$ cat src/hw/rtl/hsv_pkg.sv
// Shared types, constants and arithmetic helpers of the HSV to RGB converter.
// Depends on nothing; every other file of the block imports it.
`timescale 1ns / 1ps

package hsv_pkg;

   localparam logic [11:0] SectorSpan = 12'd600;
   localparam logic [11:0] HueLimit   = 12'd3600;
   localparam logic [9:0]  FullScale  = 10'd1000;
   localparam logic [7:0]  ChannelMax = 8'd255;

   // floor(x / 1000) is estimated as (x * 1048) >> 20, which is never high
   // and at most one low for x up to a million.
   localparam logic [10:0] Div1kRecip = 11'd1048;
   // floor(rem * 5 / 3) equals (rem * 13655) >> 13 for rem below 600.
   localparam logic [13:0] FracRecip  = 14'd13655;

   typedef enum logic [2:0] {
      SEC_R_TO_Y = 3'd0,
      SEC_Y_TO_G = 3'd1,
      SEC_G_TO_C = 3'd2,
      SEC_C_TO_B = 3'd3,
      SEC_B_TO_M = 3'd4,
      SEC_M_TO_R = 3'd5
   } sector_type;

   typedef struct packed {
      logic [11:0] hue_tenths;
      logic [9:0]  saturation;
      logic [9:0]  brightness;
   } req_type;

   typedef struct packed {
      logic [7:0] red_out;
      logic [7:0] green_out;
      logic [7:0] blue_out;
   } rsp_type;

   // A classified request as it waits between the front and the back end.
   typedef struct packed {
      logic       black;
      sector_type sector;
      logic [9:0] rem;
      logic [9:0] sat;
      logic [9:0] val;
   } work_type;

   typedef struct packed {
      logic full;
      logic empty;
   } q_stat_type;

   function automatic logic [9:0] frac_of(input logic [9:0] rem);
      logic [23:0] prod;
      prod = {14'd0, rem} * {10'd0, FracRecip};
      return prod[22:13];
   endfunction

   function automatic logic [9:0] div1k_est(input logic [19:0] x);
      logic [30:0] prod;
      prod = {11'd0, x} * {20'd0, Div1kRecip};
      return prod[29:20];
   endfunction

   function automatic logic [9:0] div1k_fix(input logic [19:0] x, input logic [9:0] est);
      logic [19:0] left;
      left = x - ({10'd0, est} * {10'd0, FullScale});
      return (left >= {10'd0, FullScale}) ? est + 10'd1 : est;
   endfunction

endpackage

$ cat src/hw/rtl/hsv_to_rgb_converter_core.sv
// Top level of the HSV to RGB converter: front end, work queue, pipelined back
// end and result queue. Depends on hsv_pkg, hsv_front, hsv_fifo and hsv_back.
//
//   Channel   Direction   Handshake                 Payload
//   req       in          req_push / req_full       req_data  (hue, saturation, value)
//   rsp       out         rsp_pop / rsp_empty       rsp_data  (red, green, blue)
//
// One request is taken per clock and one result delivered per clock, sustained
// while rsp_pop stays high. A request passes the front register, the work queue,
// ten back-end stages and the result queue on its way to a result.
// Reset is synchronous and empties both queues and all stage valid bits.
// While rsp_pop stays low the back end holds once the result queue is full;
// the front keeps taking requests until the work queue fills, then raises req_full.
`timescale 1ns / 1ps

module hsv_to_rgb_converter_core #(
   parameter int QUEUE_DEPTH = 4
) (
   input  logic             clock,
   input  logic             reset,
   input  logic             req_push,
   output logic             req_full,
   input  hsv_pkg::req_type req_data,
   output logic             rsp_empty,
   input  logic             rsp_pop,
   output hsv_pkg::rsp_type rsp_data
);
   import hsv_pkg::*;

   localparam int WorkW = $bits(work_type);
   localparam int RspW  = $bits(rsp_type);

   q_stat_type       mid_stat, out_stat;
   logic             mid_push, mid_pop, back_push;
   work_type         front_data, mid_data;
   logic [WorkW-1:0] mid_raw;
   rsp_type          back_data;
   logic [RspW-1:0]  out_raw;

   hsv_front u_front (
      .clock    (clock),
      .reset    (reset),
      .req_push (req_push),
      .req_full (req_full),
      .req_data (req_data),
      .mid_stat (mid_stat),
      .mid_push (mid_push),
      .mid_data (front_data)
   );

   hsv_fifo #(
      .WIDTH (WorkW),
      .DEPTH (QUEUE_DEPTH)
   ) u_work_q (
      .clock     (clock),
      .reset     (reset),
      .push      (mid_push),
      .push_data (front_data),
      .pop       (mid_pop),
      .pop_data  (mid_raw),
      .stat      (mid_stat)
   );

   assign mid_data = work_type'(mid_raw);

   hsv_back u_back (
      .clock    (clock),
      .reset    (reset),
      .in_stat  (mid_stat),
      .in_data  (mid_data),
      .in_pop   (mid_pop),
      .out_stat (out_stat),
      .out_push (back_push),
      .out_data (back_data)
   );

   hsv_fifo #(
      .WIDTH (RspW),
      .DEPTH (QUEUE_DEPTH)
   ) u_rsp_q (
      .clock     (clock),
      .reset     (reset),
      .push      (back_push),
      .push_data (back_data),
      .pop       (rsp_pop),
      .pop_data  (out_raw),
      .stat      (out_stat)
   );

   assign rsp_empty = out_stat.empty;
   assign rsp_data  = rsp_type'(out_raw);

`ifndef SYNTHESIS
   // The back end must never push into a full result queue.
   a_rsp_no_overflow: assert property (@(posedge clock) disable iff (reset)
      !(back_push && out_stat.full))
      else $error("result queue overflow");

   // A staged request that meets a full work queue stays put until it goes in.
   a_work_stall_hold: assert property (@(posedge clock) disable iff (reset)
      (mid_push && mid_stat.full) |=> (mid_push && $stable(front_data)))
      else $error("staged request changed while the work queue was full");

   // An accepted request is staged for the work queue on the next cycle.
   a_req_staged: assert property (@(posedge clock) disable iff (reset)
      (req_push && !req_full) |=> mid_push)
      else $error("accepted request was not staged");

   // The back end only pops the work queue when it has an entry.
   a_work_no_underflow: assert property (@(posedge clock) disable iff (reset)
      mid_pop |-> !mid_stat.empty)
      else $error("work queue popped while empty");
`endif

endmodule

$ cat src/hw/rtl/hsv_fifo.sv
// Small register-based queue used between the converter's stages.
// Depends on hsv_pkg for the status struct.
`timescale 1ns / 1ps

module hsv_fifo #(
   parameter int WIDTH = 32,
   parameter int DEPTH = 4
) (
   input  logic                 clock,
   input  logic                 reset,
   input  logic                 push,
   input  logic [WIDTH-1:0]     push_data,
   input  logic                 pop,
   output logic [WIDTH-1:0]     pop_data,
   output hsv_pkg::q_stat_type  stat
);
   import hsv_pkg::*;

   localparam int PtrW = (DEPTH > 1) ? $clog2(DEPTH) : 1;
   localparam int CntW = $clog2(DEPTH + 1);

   logic [WIDTH-1:0] mem_ff [DEPTH];
   logic [PtrW-1:0]  wr_ptr_ff, wr_ptr_in;
   logic [PtrW-1:0]  rd_ptr_ff, rd_ptr_in;
   logic [CntW-1:0]  count_ff, count_in;
   logic             do_push, do_pop;

   assign stat.full  = (count_ff == CntW'(DEPTH));
   assign stat.empty = (count_ff == '0);
   assign do_push    = push && !stat.full;
   assign do_pop     = pop && !stat.empty;
   assign pop_data   = mem_ff[rd_ptr_ff];

   always_comb begin
      wr_ptr_in = wr_ptr_ff;
      rd_ptr_in = rd_ptr_ff;
      count_in  = count_ff;
      if (do_push) begin
         wr_ptr_in = (wr_ptr_ff == PtrW'(DEPTH - 1)) ? '0 : wr_ptr_ff + 1'b1;
      end
      if (do_pop) begin
         rd_ptr_in = (rd_ptr_ff == PtrW'(DEPTH - 1)) ? '0 : rd_ptr_ff + 1'b1;
      end
      if (do_push && !do_pop) begin
         count_in = count_ff + 1'b1;
      end else if (do_pop && !do_push) begin
         count_in = count_ff - 1'b1;
      end
   end

   always_ff @(posedge clock) begin
      if (reset) begin
         wr_ptr_ff <= '0;
         rd_ptr_ff <= '0;
         count_ff  <= '0;
      end else begin
         wr_ptr_ff <= wr_ptr_in;
         rd_ptr_ff <= rd_ptr_in;
         count_ff  <= count_in;
      end
   end

   always_ff @(posedge clock) begin
      if (do_push) begin
         mem_ff[wr_ptr_ff] <= push_data;
      end
   end

endmodule

$ cat src/hw/rtl/hsv_front.sv
// Front end: takes requests, clamps saturation and value, finds the hue sector.
// Depends on hsv_pkg; feeds the work queue in front of hsv_back.
`timescale 1ns / 1ps

module hsv_front (
   input  logic                clock,
   input  logic                reset,
   input  logic                req_push,
   output logic                req_full,
   input  hsv_pkg::req_type    req_data,
   input  hsv_pkg::q_stat_type mid_stat,
   output logic                mid_push,
   output hsv_pkg::work_type   mid_data
);
   import hsv_pkg::*;

   logic       valid_ff;
   work_type   work_ff, work_in;
   logic [11:0] base;
   logic        accept;

   // The staged request can leave only when the work queue has room.
   assign req_full = valid_ff && mid_stat.full;
   assign accept   = req_push && !req_full;
   assign mid_push = valid_ff;
   assign mid_data = work_ff;

   always_comb begin
      work_in.black = (req_data.hue_tenths >= HueLimit);
      if (req_data.hue_tenths < SectorSpan) begin
         work_in.sector = SEC_R_TO_Y;
         base = 12'd0;
      end else if (req_data.hue_tenths < 12'(2 * SectorSpan)) begin
         work_in.sector = SEC_Y_TO_G;
         base = SectorSpan;
      end else if (req_data.hue_tenths < 12'(3 * SectorSpan)) begin
         work_in.sector = SEC_G_TO_C;
         base = 12'(2 * SectorSpan);
      end else if (req_data.hue_tenths < 12'(4 * SectorSpan)) begin
         work_in.sector = SEC_C_TO_B;
         base = 12'(3 * SectorSpan);
      end else if (req_data.hue_tenths < 12'(5 * SectorSpan)) begin
         work_in.sector = SEC_B_TO_M;
         base = 12'(4 * SectorSpan);
      end else begin
         work_in.sector = SEC_M_TO_R;
         base = 12'(5 * SectorSpan);
      end
      // Out-of-range hues come out black, so their offset is simply zeroed.
      work_in.rem = work_in.black ? 10'd0 : 10'(req_data.hue_tenths - base);
      work_in.sat = (req_data.saturation > FullScale) ? FullScale : req_data.saturation;
      work_in.val = (req_data.brightness > FullScale) ? FullScale : req_data.brightness;
   end

   always_ff @(posedge clock) begin
      if (reset) begin
         valid_ff <= 1'b0;
      end else if (!req_full) begin
         valid_ff <= req_push;
      end
   end

   always_ff @(posedge clock) begin
      if (accept) begin
         work_ff <= work_in;
      end
   end

endmodule

$ cat src/hw/rtl/hsv_back.sv
// Back end: ten-stage pipeline that forms p, q and t, maps them to the channels
// and scales them to 8 bits. Depends on hsv_pkg for types and helpers.
`timescale 1ns / 1ps

module hsv_back (
   input  logic                clock,
   input  logic                reset,
   input  hsv_pkg::q_stat_type in_stat,
   input  hsv_pkg::work_type   in_data,
   output logic                in_pop,
   input  hsv_pkg::q_stat_type out_stat,
   output logic                out_push,
   output hsv_pkg::rsp_type    out_data
);
   import hsv_pkg::*;

   localparam int Stages = 10;

   logic              en;
   logic [Stages-1:0] vld_ff;
   sector_type        sec_ff [6];
   logic              blk_ff [9];

   // Stage 1: fraction and p numerator.
   logic [9:0]  f1_ff, f1_in, s1_ff, v1_ff;
   logic [19:0] pn1_ff, pn1_in;
   // Stage 2: s*f and s*(1000-f), estimate of p.
   logic [19:0] sf2_ff, sf2_in, st2_ff, st2_in, pn2_ff;
   logic [9:0]  pe2_ff, pe2_in, v2_ff;
   // Stage 3: quotient estimates, p finished.
   logic [19:0] sf3_ff, st3_ff;
   logic [9:0]  sfe3_ff, sfe3_in, ste3_ff, ste3_in, p3_ff, p3_in, v3_ff;
   // Stage 4: finished s*f/1000 and s*(1000-f)/1000.
   logic [9:0]  a4_ff, a4_in, b4_ff, b4_in, p4_ff, v4_ff;
   // Stage 5: q and t numerators.
   logic [19:0] qn5_ff, qn5_in, tn5_ff, tn5_in;
   logic [9:0]  p5_ff, v5_ff;
   // Stage 6: q and t estimates.
   logic [19:0] qn6_ff, tn6_ff;
   logic [9:0]  qe6_ff, qe6_in, te6_ff, te6_in, p6_ff, v6_ff;
   // Stages 7 to 10: per channel, red, green, blue.
   logic [9:0]  x7_ff [3], x7_in [3];
   logic [9:0]  q7, t7;
   logic [17:0] n8_ff [3], n8_in [3];
   logic [17:0] n9_ff [3];
   logic [9:0]  e9_ff [3], e9_in [3];
   logic [7:0]  c10_ff [3], c10_in [3];
   logic [9:0]  full10 [3];

   // The whole pipeline moves together; it holds while the result queue is full.
   assign en       = !out_stat.full;
   assign in_pop   = en && !in_stat.empty;
   assign out_push = en && vld_ff[Stages-1];
   assign out_data = '{red_out: c10_ff[0], green_out: c10_ff[1], blue_out: c10_ff[2]};

   always_comb begin
      f1_in   = frac_of(in_data.rem);
      pn1_in  = {10'd0, in_data.val} * {10'd0, FullScale - in_data.sat};
      sf2_in  = {10'd0, s1_ff} * {10'd0, f1_ff};
      st2_in  = {10'd0, s1_ff} * {10'd0, FullScale - f1_ff};
      pe2_in  = div1k_est(pn1_ff);
      sfe3_in = div1k_est(sf2_ff);
      ste3_in = div1k_est(st2_ff);
      p3_in   = div1k_fix(pn2_ff, pe2_ff);
      a4_in   = div1k_fix(sf3_ff, sfe3_ff);
      b4_in   = div1k_fix(st3_ff, ste3_ff);
      qn5_in  = {10'd0, v4_ff} * {10'd0, FullScale - a4_ff};
      tn5_in  = {10'd0, v4_ff} * {10'd0, FullScale - b4_ff};
      qe6_in  = div1k_est(qn5_ff);
      te6_in  = div1k_est(tn5_ff);
      q7      = div1k_fix(qn6_ff, qe6_ff);
      t7      = div1k_fix(tn6_ff, te6_ff);
      case (sec_ff[5])
         SEC_R_TO_Y: begin x7_in[0] = v6_ff; x7_in[1] = t7;    x7_in[2] = p6_ff; end
         SEC_Y_TO_G: begin x7_in[0] = q7;    x7_in[1] = v6_ff; x7_in[2] = p6_ff; end
         SEC_G_TO_C: begin x7_in[0] = p6_ff; x7_in[1] = v6_ff; x7_in[2] = t7;    end
         SEC_C_TO_B: begin x7_in[0] = p6_ff; x7_in[1] = q7;    x7_in[2] = v6_ff; end
         SEC_B_TO_M: begin x7_in[0] = t7;    x7_in[1] = p6_ff; x7_in[2] = v6_ff; end
         SEC_M_TO_R: begin x7_in[0] = v6_ff; x7_in[1] = p6_ff; x7_in[2] = q7;    end
         default:    begin x7_in[0] = v6_ff; x7_in[1] = p6_ff; x7_in[2] = q7;    end
      endcase
      for (int c = 0; c < 3; c++) begin
         n8_in[c]  = {8'd0, x7_ff[c]} * {10'd0, ChannelMax};
         e9_in[c]  = div1k_est({2'd0, n8_ff[c]});
         full10[c] = div1k_fix({2'd0, n9_ff[c]}, e9_ff[c]);
         c10_in[c] = blk_ff[8] ? 8'd0 : full10[c][7:0];
      end
   end

   always_ff @(posedge clock) begin
      if (reset) begin
         vld_ff <= '0;
      end else if (en) begin
         vld_ff <= {vld_ff[Stages-2:0], !in_stat.empty};
      end
   end

   always_ff @(posedge clock) begin
      if (en) begin
         sec_ff[0] <= in_data.sector;
         for (int k = 1; k < 6; k++) begin
            sec_ff[k] <= sec_ff[k-1];
         end
         blk_ff[0] <= in_data.black;
         for (int k = 1; k < 9; k++) begin
            blk_ff[k] <= blk_ff[k-1];
         end
         f1_ff   <= f1_in;
         pn1_ff  <= pn1_in;
         s1_ff   <= in_data.sat;
         v1_ff   <= in_data.val;
         sf2_ff  <= sf2_in;
         st2_ff  <= st2_in;
         pn2_ff  <= pn1_ff;
         pe2_ff  <= pe2_in;
         v2_ff   <= v1_ff;
         sf3_ff  <= sf2_ff;
         st3_ff  <= st2_ff;
         sfe3_ff <= sfe3_in;
         ste3_ff <= ste3_in;
         p3_ff   <= p3_in;
         v3_ff   <= v2_ff;
         a4_ff   <= a4_in;
         b4_ff   <= b4_in;
         p4_ff   <= p3_ff;
         v4_ff   <= v3_ff;
         qn5_ff  <= qn5_in;
         tn5_ff  <= tn5_in;
         p5_ff   <= p4_ff;
         v5_ff   <= v4_ff;
         qn6_ff  <= qn5_ff;
         tn6_ff  <= tn5_ff;
         qe6_ff  <= qe6_in;
         te6_ff  <= te6_in;
         p6_ff   <= p5_ff;
         v6_ff   <= v5_ff;
         for (int c = 0; c < 3; c++) begin
            x7_ff[c]  <= x7_in[c];
            n8_ff[c]  <= n8_in[c];
            n9_ff[c]  <= n8_ff[c];
            e9_ff[c]  <= e9_in[c];
            c10_ff[c] <= c10_in[c];
         end
      end
   end

endmodule

$ cat config.mk
export PLATFORM = sky130hd
export DESIGN_NAME = hsv_to_rgb_converter_core
export DESIGN_NICKNAME = d
export VERILOG_FILES = /design/src/hw/rtl/hsv_pkg.sv /design/src/hw/rtl/hsv_to_rgb_converter_core.sv /design/src/hw/rtl/hsv_fifo.sv /design/src/hw/rtl/hsv_front.sv /design/src/hw/rtl/hsv_back.sv
export SDC_FILE = /design/constraint.sdc
export NUM_CORES = 2
export LEC_CHECK = 0
export ABC_AREA = 1
export BUFFER_PORTS_ARGS = -buffer_cell sky130_fd_sc_hd__clkbuf_2
export CAP_MARGIN = 20
export CORE_MARGIN = 2
export CORE_UTILIZATION = 35
export DETAILED_ROUTE_END_ITERATION = 12
export GPL_TIMING_DRIVEN = 0
export PLACE_DENSITY = 0.59
export SETUP_SLACK_MARGIN = 0.02
export SYNTH_ARGS = -nofsm -noshare
export SYNTH_HDL_FRONTEND = slang
export SYNTH_SLANG_ARGS = --single-unit
$ cat constraint.sdc
create_clock -name clock -period 23.4 [get_ports clock]
set_input_delay 2.34 -clock clock [delete_from_list [all_inputs] [get_ports clock]]
set_output_delay 2.34 -clock clock [all_outputs]
set_load 0.02 [all_outputs]
=== Yosys cells after proc, flatten, opt, wreduce, memory -nomap -nowiden ===
Memory sizes are Yosys's and may differ from the RTL's. A register that Yosys moved wholly into a read port is not among the register bits.
Index checks and enable logic that the tools add are counted.

* Add/subtract/negate cells: 29
* Multiply operators: 25
* Magnitude comparators: 16
* Equality and inequality tests: 10
* Muxes and demuxes: 38
* Reduce and logical (&&, ||, !) cells: 28

{| class="wikitable"
|+ Operators by type and width
! cell !! count
|-
| $ge 20x10->1 const B || 8
|-
| $pmux 30 s5 || 1
|-
| $mul 10x7->17 const B || 8
|-
| $mul 20x8->27 const B || 5
|-
| $mul 10x10->20 || 5
|-
| $mux 10 || 10
|-
| $sub 20x20->20 || 5
|-
| $mul 18x8->26 const B || 3
|-
| $sub 18x20->20 || 3
|-
| $mul 10x8->18 const B || 3
|-
| $add 10x1->10 const B || 5
|-
| $mux 8 || 6
|-
| $sub 10x10->10 const A || 4
|-
| $add 8x1->8 const B || 3
|-
| $lt 12x11->1 const B || 2
|-
| $lt 12x12->1 const B || 2
|-
| $mul 10x14->23 const B || 1
|-
| $gt 10x10->1 const B || 2
|-
| $mux 2 || 10
|-
| $ge 12x12->1 const B || 1
|-
| $logic_and 1x1->1 || 12
|-
| $lt 12x10->1 const B || 1
|-
| $mux 3 || 4
|-
| $sub 10x10->10 || 1
|-
| 13 further kinds || 41
|}

* Register bits: 449
* Memory bits (writable): 448
* Bits of input ports: 36
* Output and inout bits: 26
* Word-level logic and storage cells: 199
* Memories kept: 9

{| class="wikitable"
|+ Memories
! memory !! depth !! bits a word !! read ports !! clocked after Yosys merged registers in !! wr ports !! line !! source
|-
| u_work_q.mem_ff || 4 || 34 || 1 || 1 || 1 || hsv_fifo.sv:22 || <nowiki>logic [WIDTH-1:0] mem_ff [DEPTH];</nowiki>
|-
| u_rsp_q.mem_ff || 4 || 24 || 1 || 1 || 1 || hsv_fifo.sv:22 ||
|-
| u_back.n8_ff || 3 || 18 || 3 || 0 || 3 || hsv_back.sv:44 || <nowiki>logic [17:0] n8_ff [3], n8_in [3];</nowiki>
|-
| u_back.n9_ff || 3 || 18 || 3 || 0 || 3 || hsv_back.sv:45 || <nowiki>logic [17:0] n9_ff [3];</nowiki>
|-
| u_back.x7_ff || 3 || 10 || 3 || 0 || 3 || hsv_back.sv:42 || <nowiki>logic [9:0] x7_ff [3], x7_in [3];</nowiki>
|-
| u_back.e9_ff || 3 || 9 || 3 || 0 || 3 || hsv_back.sv:46 || <nowiki>logic [9:0] e9_ff [3], e9_in [3];</nowiki>
|-
| +3 memories || n/a || n/a || n/a || n/a || n/a || n/a ||
|}

=== Logic depth before layout (Yosys ltp) ===
* Depth in word-level cells: 8
* Mapped depth: 37
* Mapped depth without buffers: 37

=== Cells and area by module ===
Synthesis repeated with hierarchy kept, for this count alone.

* Cell total of the unflattened synthesis: 9607
* Area total of the unflattened synthesis: 90090.2 µm²

{| class="wikitable"
|+ Modules (own cells, without submodules)
! module !! instances !! cells an instance !! area each (µm²) !! seq. area each (µm²)
|-
| hsv_back || 1 || 8711 || 78313.9 || 17646.9
|-
| hsv_fifo at u_work_q || 1 || 400 || 5749.3 || 4264.1
|-
| hsv_fifo at u_rsp_q || 1 || 303 || 4230.3 || 3062.9
|-
| hsv_front || 1 || 193 || 1796.7 || 1041.0
|}

=== Worst setup path before layout ===
OpenSTA, ideal clock, no wires.

* Kind: flip-flop to flip-flop
* Start: reg u_rsp_q.count_ff[0]
* End: reg u_back.a4_ff[0] (enable)
* Setup time: 1172 ps
* Data arrival time: 16372 ps
* Required time: 22228 ps
* Setup slack: 5857 ps
* Cell stages (with the launch flop): 4
* Path buffers: 1
* Period minus slack after synthesis: 17543 ps
* Cell sequence: dfxtp_1 nor2_1 nand2_1 clkbuf_1

* Word-level cells in the longest chain between the ends: 1

{| class="wikitable"
|+ Ends and longest elaborated chain
! element !! line !! source
|-
| start: declaration || hsv_fifo.sv:25 || <nowiki>logic [CntW-1:0] count_ff, count_in;</nowiki>
|-
| start signal: assignment || hsv_fifo.sv:59 || <nowiki>count_ff <= count_in;</nowiki>
|-
| $eq 3x3->1 || hsv_fifo.sv:28 || <nowiki>assign stat.full = (count_ff == CntW'(DEPTH));</nowiki>
|-
| end signal: assignment || hsv_back.sv:123 || <nowiki>a4_ff <= a4_in;</nowiki>
|-
| end: declaration || hsv_back.sv:34 || <nowiki>logic [9:0] a4_ff, a4_in, b4_ff, b4_in, p4_ff, v4_ff;</nowiki>
|}

No other way between the ends.
A chain may end at the register's enable or synchronous reset.

==> results.yml <==
critical_path:
  required_ns: 23.89
  path_buf_inv: 4
  cp.depth: 31
  crit_path_top_delay_cell: "dfxtp_1"
  reg2reg_depth: 31
  r2r_setup_slack_ns: 15.51
  worst_setup_path_end_kind: "flop"
  critical-path-top-delay-family: "adder cells"
  worst-setup-path-type: "reg2reg"
  endpoint: "u_back.pn1_ff[18]$_DFFE_PN_"
  start_kind: "flop"
  r2r-end: "u_back.pn1_ff[18]$_DFFE_PN_"
  path_max_fanout: 10
  max_stage_delay_ns: 0.67
  crit_top_cell: "nand2_1"
  arrival_ns: 8.38
sta:
  fmaxAchievable_mhz: 127
  worst_clock_skew_ns: 0.0462
  min_period_ns: 7.89
  slew_headroom_pct: 2.27
  final-setup-viol-count: 0
  fin_tns_setup_ns: 0
  worst_pin_slew_ns: 1.47
  hold_ws_ns: 0.407
  finalHoldViolations: 0
  maxSlewViolCount: 0
  rsz0062_at_grt: "no"
  fin_crit_sh_pct: 33.7
global_routing:
  grt_use_met3_pct: 1.50
  grt_pass1_vias: 66500
  grt_busiest_layer: "met2"
  grt_max_degree: 68
  antenna_found_initial: 4
  grt_first_pass_wirelength_mm: 332
  grt_usage_pct: 15.3
  met1_usage_pct: 19.8
  grt_use_met2_pct: 27.4
  grt_remaining_overflow: 0
yosys:
  avgSynthCellArea_sq_um: 9.29
  syn_area_sq_um: 90000
  synth_top_area_cell: "edfxtp_1"
  yosysTopAreaCellShare_pct: 28.3
  synth.net_count: 11900
  ys_types: 72
  synthTopCellsByArea: "edfxtp_1, ha_1, fa_1"
  synth_edf_count: 847
  yosysWarnings: 0
  synthCells: 9691
  synth_seq_cells: 876
  synth_ff_type: "edfxtp_1"
  ys_seq_area_share_pct: 28.9
  async_reset_ff_share_pct: 0
floorplan:
  start_util_pct: 35.1
  io-pin-count: 62
  coreArea_sq_um: 256000
  die-area_sq_um: 261000
  die_y_um: 511
  dieWidth_um: 511
  rows: 186
routing:
  num_vias: 64000
  routed_wirelength_mm: 197
  avgRoutedWirePerCell_um: 14.8
  drc_errors: 0
  firstDrtPassIters: 5
  drt-initial-drc-count: 3329
  antenna_left: 0
  vias_per_cell: 4.80
final_layout:
  nNetsFinal: 12100
  final_layout_size_suffix_gt1_share_pct: 4.40
  fill_cells: 25300
  synthToLayoutAreaGrowth_pct: 9.70
  stdcell_area_sq_um: 98700
  final_util_pct: 38.5
min_path:
  hp-class: "reg2reg"
cts:
  ctsHtreeMaxLevel: 3
  cts_made_buffers: 104
  clock_path_buffers: 3
  cts_tree: "yes"
  root_buffer: "clkbuf_16"
  cts-resized-gates: 0
  ctsHoldBuffers: 0
  clk_pin_slew_worst_paths_ns: 0.07
  clkSinkCount: 876
  postCtsSetupRepairBufs: 0
  clock_latency_ns: 0.76
placed_design:
  dpl.hpwl_mm: 162
  routabilityCongestion: 0.879
  portBuffers: 60
  placed_area_sq_um: 95000
outcome:
  outcome: "completed"
run:
  drv_cap: 0
[flip-flops by register name (all words and copies together), names as in the netlist, 18 cells and up, named ones only]
name	cells
u_back.st2_ff	20
u_work_q.mem_ff	136
u_back.n9_ff	45
u_rsp_q.mem_ff	96
u_back.tn5_ff	20
u_back.pn1_ff	20
u_back.sec_ff	18
u_back.e9_ff	27
u_back.c10_ff	24
u_back.n8_ff	54
u_back.qn5_ff	20
u_back.sf2_ff	19
u_front.mid_data	34
u_back.x7_ff	30
[synthesized netlist by cell type, types with 9 or more instances]
master       n
a21boi_0    15
xor2_1     253
a211oi_1    24
a31oi_1     49
dfxtp_1     29
nand3_2     18
o31ai_1     12
edfxtp_1   847
o21ai_1     13
xnor2_1    154
inv_2       13
a21oi_2     12
nor2_2      20
buf_2       13
a21o_1      31
o21a_1      19
or2_2       29
o21bai_1    29
fa_1       809
ha_1      1362
nand4_1    111
o211ai_1    14
a22oi_1     13
nand3_1    383
inv_1     2007
buf_6        9
nand2_2     32
o21ai_0    260
nand2_1   1682
clkbuf_1    89
o22ai_1     35
nor3_1      68
nand3b_1    27
nor2_1     572
a21oi_1    524
[worst register-to-register path, delay by kind of cell (launching register included)]
family	cells	cell delay, ns
XOR/XNOR	1	0.14
buffers and inverters	4	0.62
adder cells (fa/ha/maj)	7	3.18
flip-flops	1	0.67
AND/OR/NAND/NOR	12	1.31
AO/OA/AOI/OAI	7	1.75
[kinds of logic after synthesis]
logic type | Yosys count | share of synthesized area (%)
simple gates | 2988 | 14.1
buf+inv | 2143 | 9.04
xor+xnor | 408 | 3.98
flops | 876 | 28.9
compound gates | 1105 | 7.06
fa+ha+maj | 2171 | 36.9
[cells in the final DEF (no fill, tap or decap), types with 253 or more instances in the layout]
cell      count
a21oi_1     524
nand3_1     383
ha_1       1362
inv_1      2007
o21ai_0     260
nor2_1      564
nand2_1    1682
xor2_1      253
edfxtp_1    847
fa_1        809
[layout make-up]
type	count	area (sq um)	share of cell area, %
clock inverters	78	1060	1.07
multi-input cells	6672	55900	56.6
plain buffers	117	534	0.541
repair buffers	77	721	0.730
diodes	1	2.50	0.00253
flip-flops and latches	876	26000	26.3
clock buffers	116	2660	2.69
well taps	3384	4230	4.29
inverters	2026	7610	7.70
[per-stage QoR]
step / instances / worst slack [ns]
5_1_grt: 13300 / 14.97
2_1_floorplan: 9691 / 5.86
4_1_cts: 13300 / 15.45
6_report: 13300 / 15.51
3_5_place_dp: 13200 / 15.50
3_3_place_gp: 13100 / -1.25
[per-layer routing]
| layer | wire (um) | up-vias |
|---|---|---|
| li1 | - | 31900 |
| met1 | 89500 | 30900 |
| met2 | 97000 | 998 |
| met3 | 5950 | 274 |
| met4 | 4920 | 2 |
| met5 | 14 | - |
[worst min-delay path by stage]
stage / from / cells after the start / end / slack, ns
floorplan: u_back.blk_ff[0][0]$_DFFE_PN_ / 0 / u_back.blk_ff[0][1]$_DFFE_PN_ / 0.40
global placement: u_back.sec_ff[2][1]$_DFFE_PN_ / 0 / u_back.sec_ff[3][1]$_DFFE_PN_ / 0.40
detailed placement: u_back.p3_ff[1]$_DFFE_PN_ / 0 / u_back.p4_ff[1]$_DFFE_PN_ / 0.40
CTS: u_back.v3_ff[9]$_DFFE_PN_ / 0 / u_back.v4_ff[9]$_DFFE_PN_ / 0.41
global route: u_back.v3_ff[3]$_DFFE_PN_ / 0 / u_back.v4_ff[3]$_DFFE_PN_ / 0.42
finish: u_back.v3_ff[9]$_DFFE_PN_ / 0 / u_back.v4_ff[9]$_DFFE_PN_ / 0.41
Power is not shown: default switching activity piles up to over one toggle a cycle in this logic, so the estimate is an artifact.
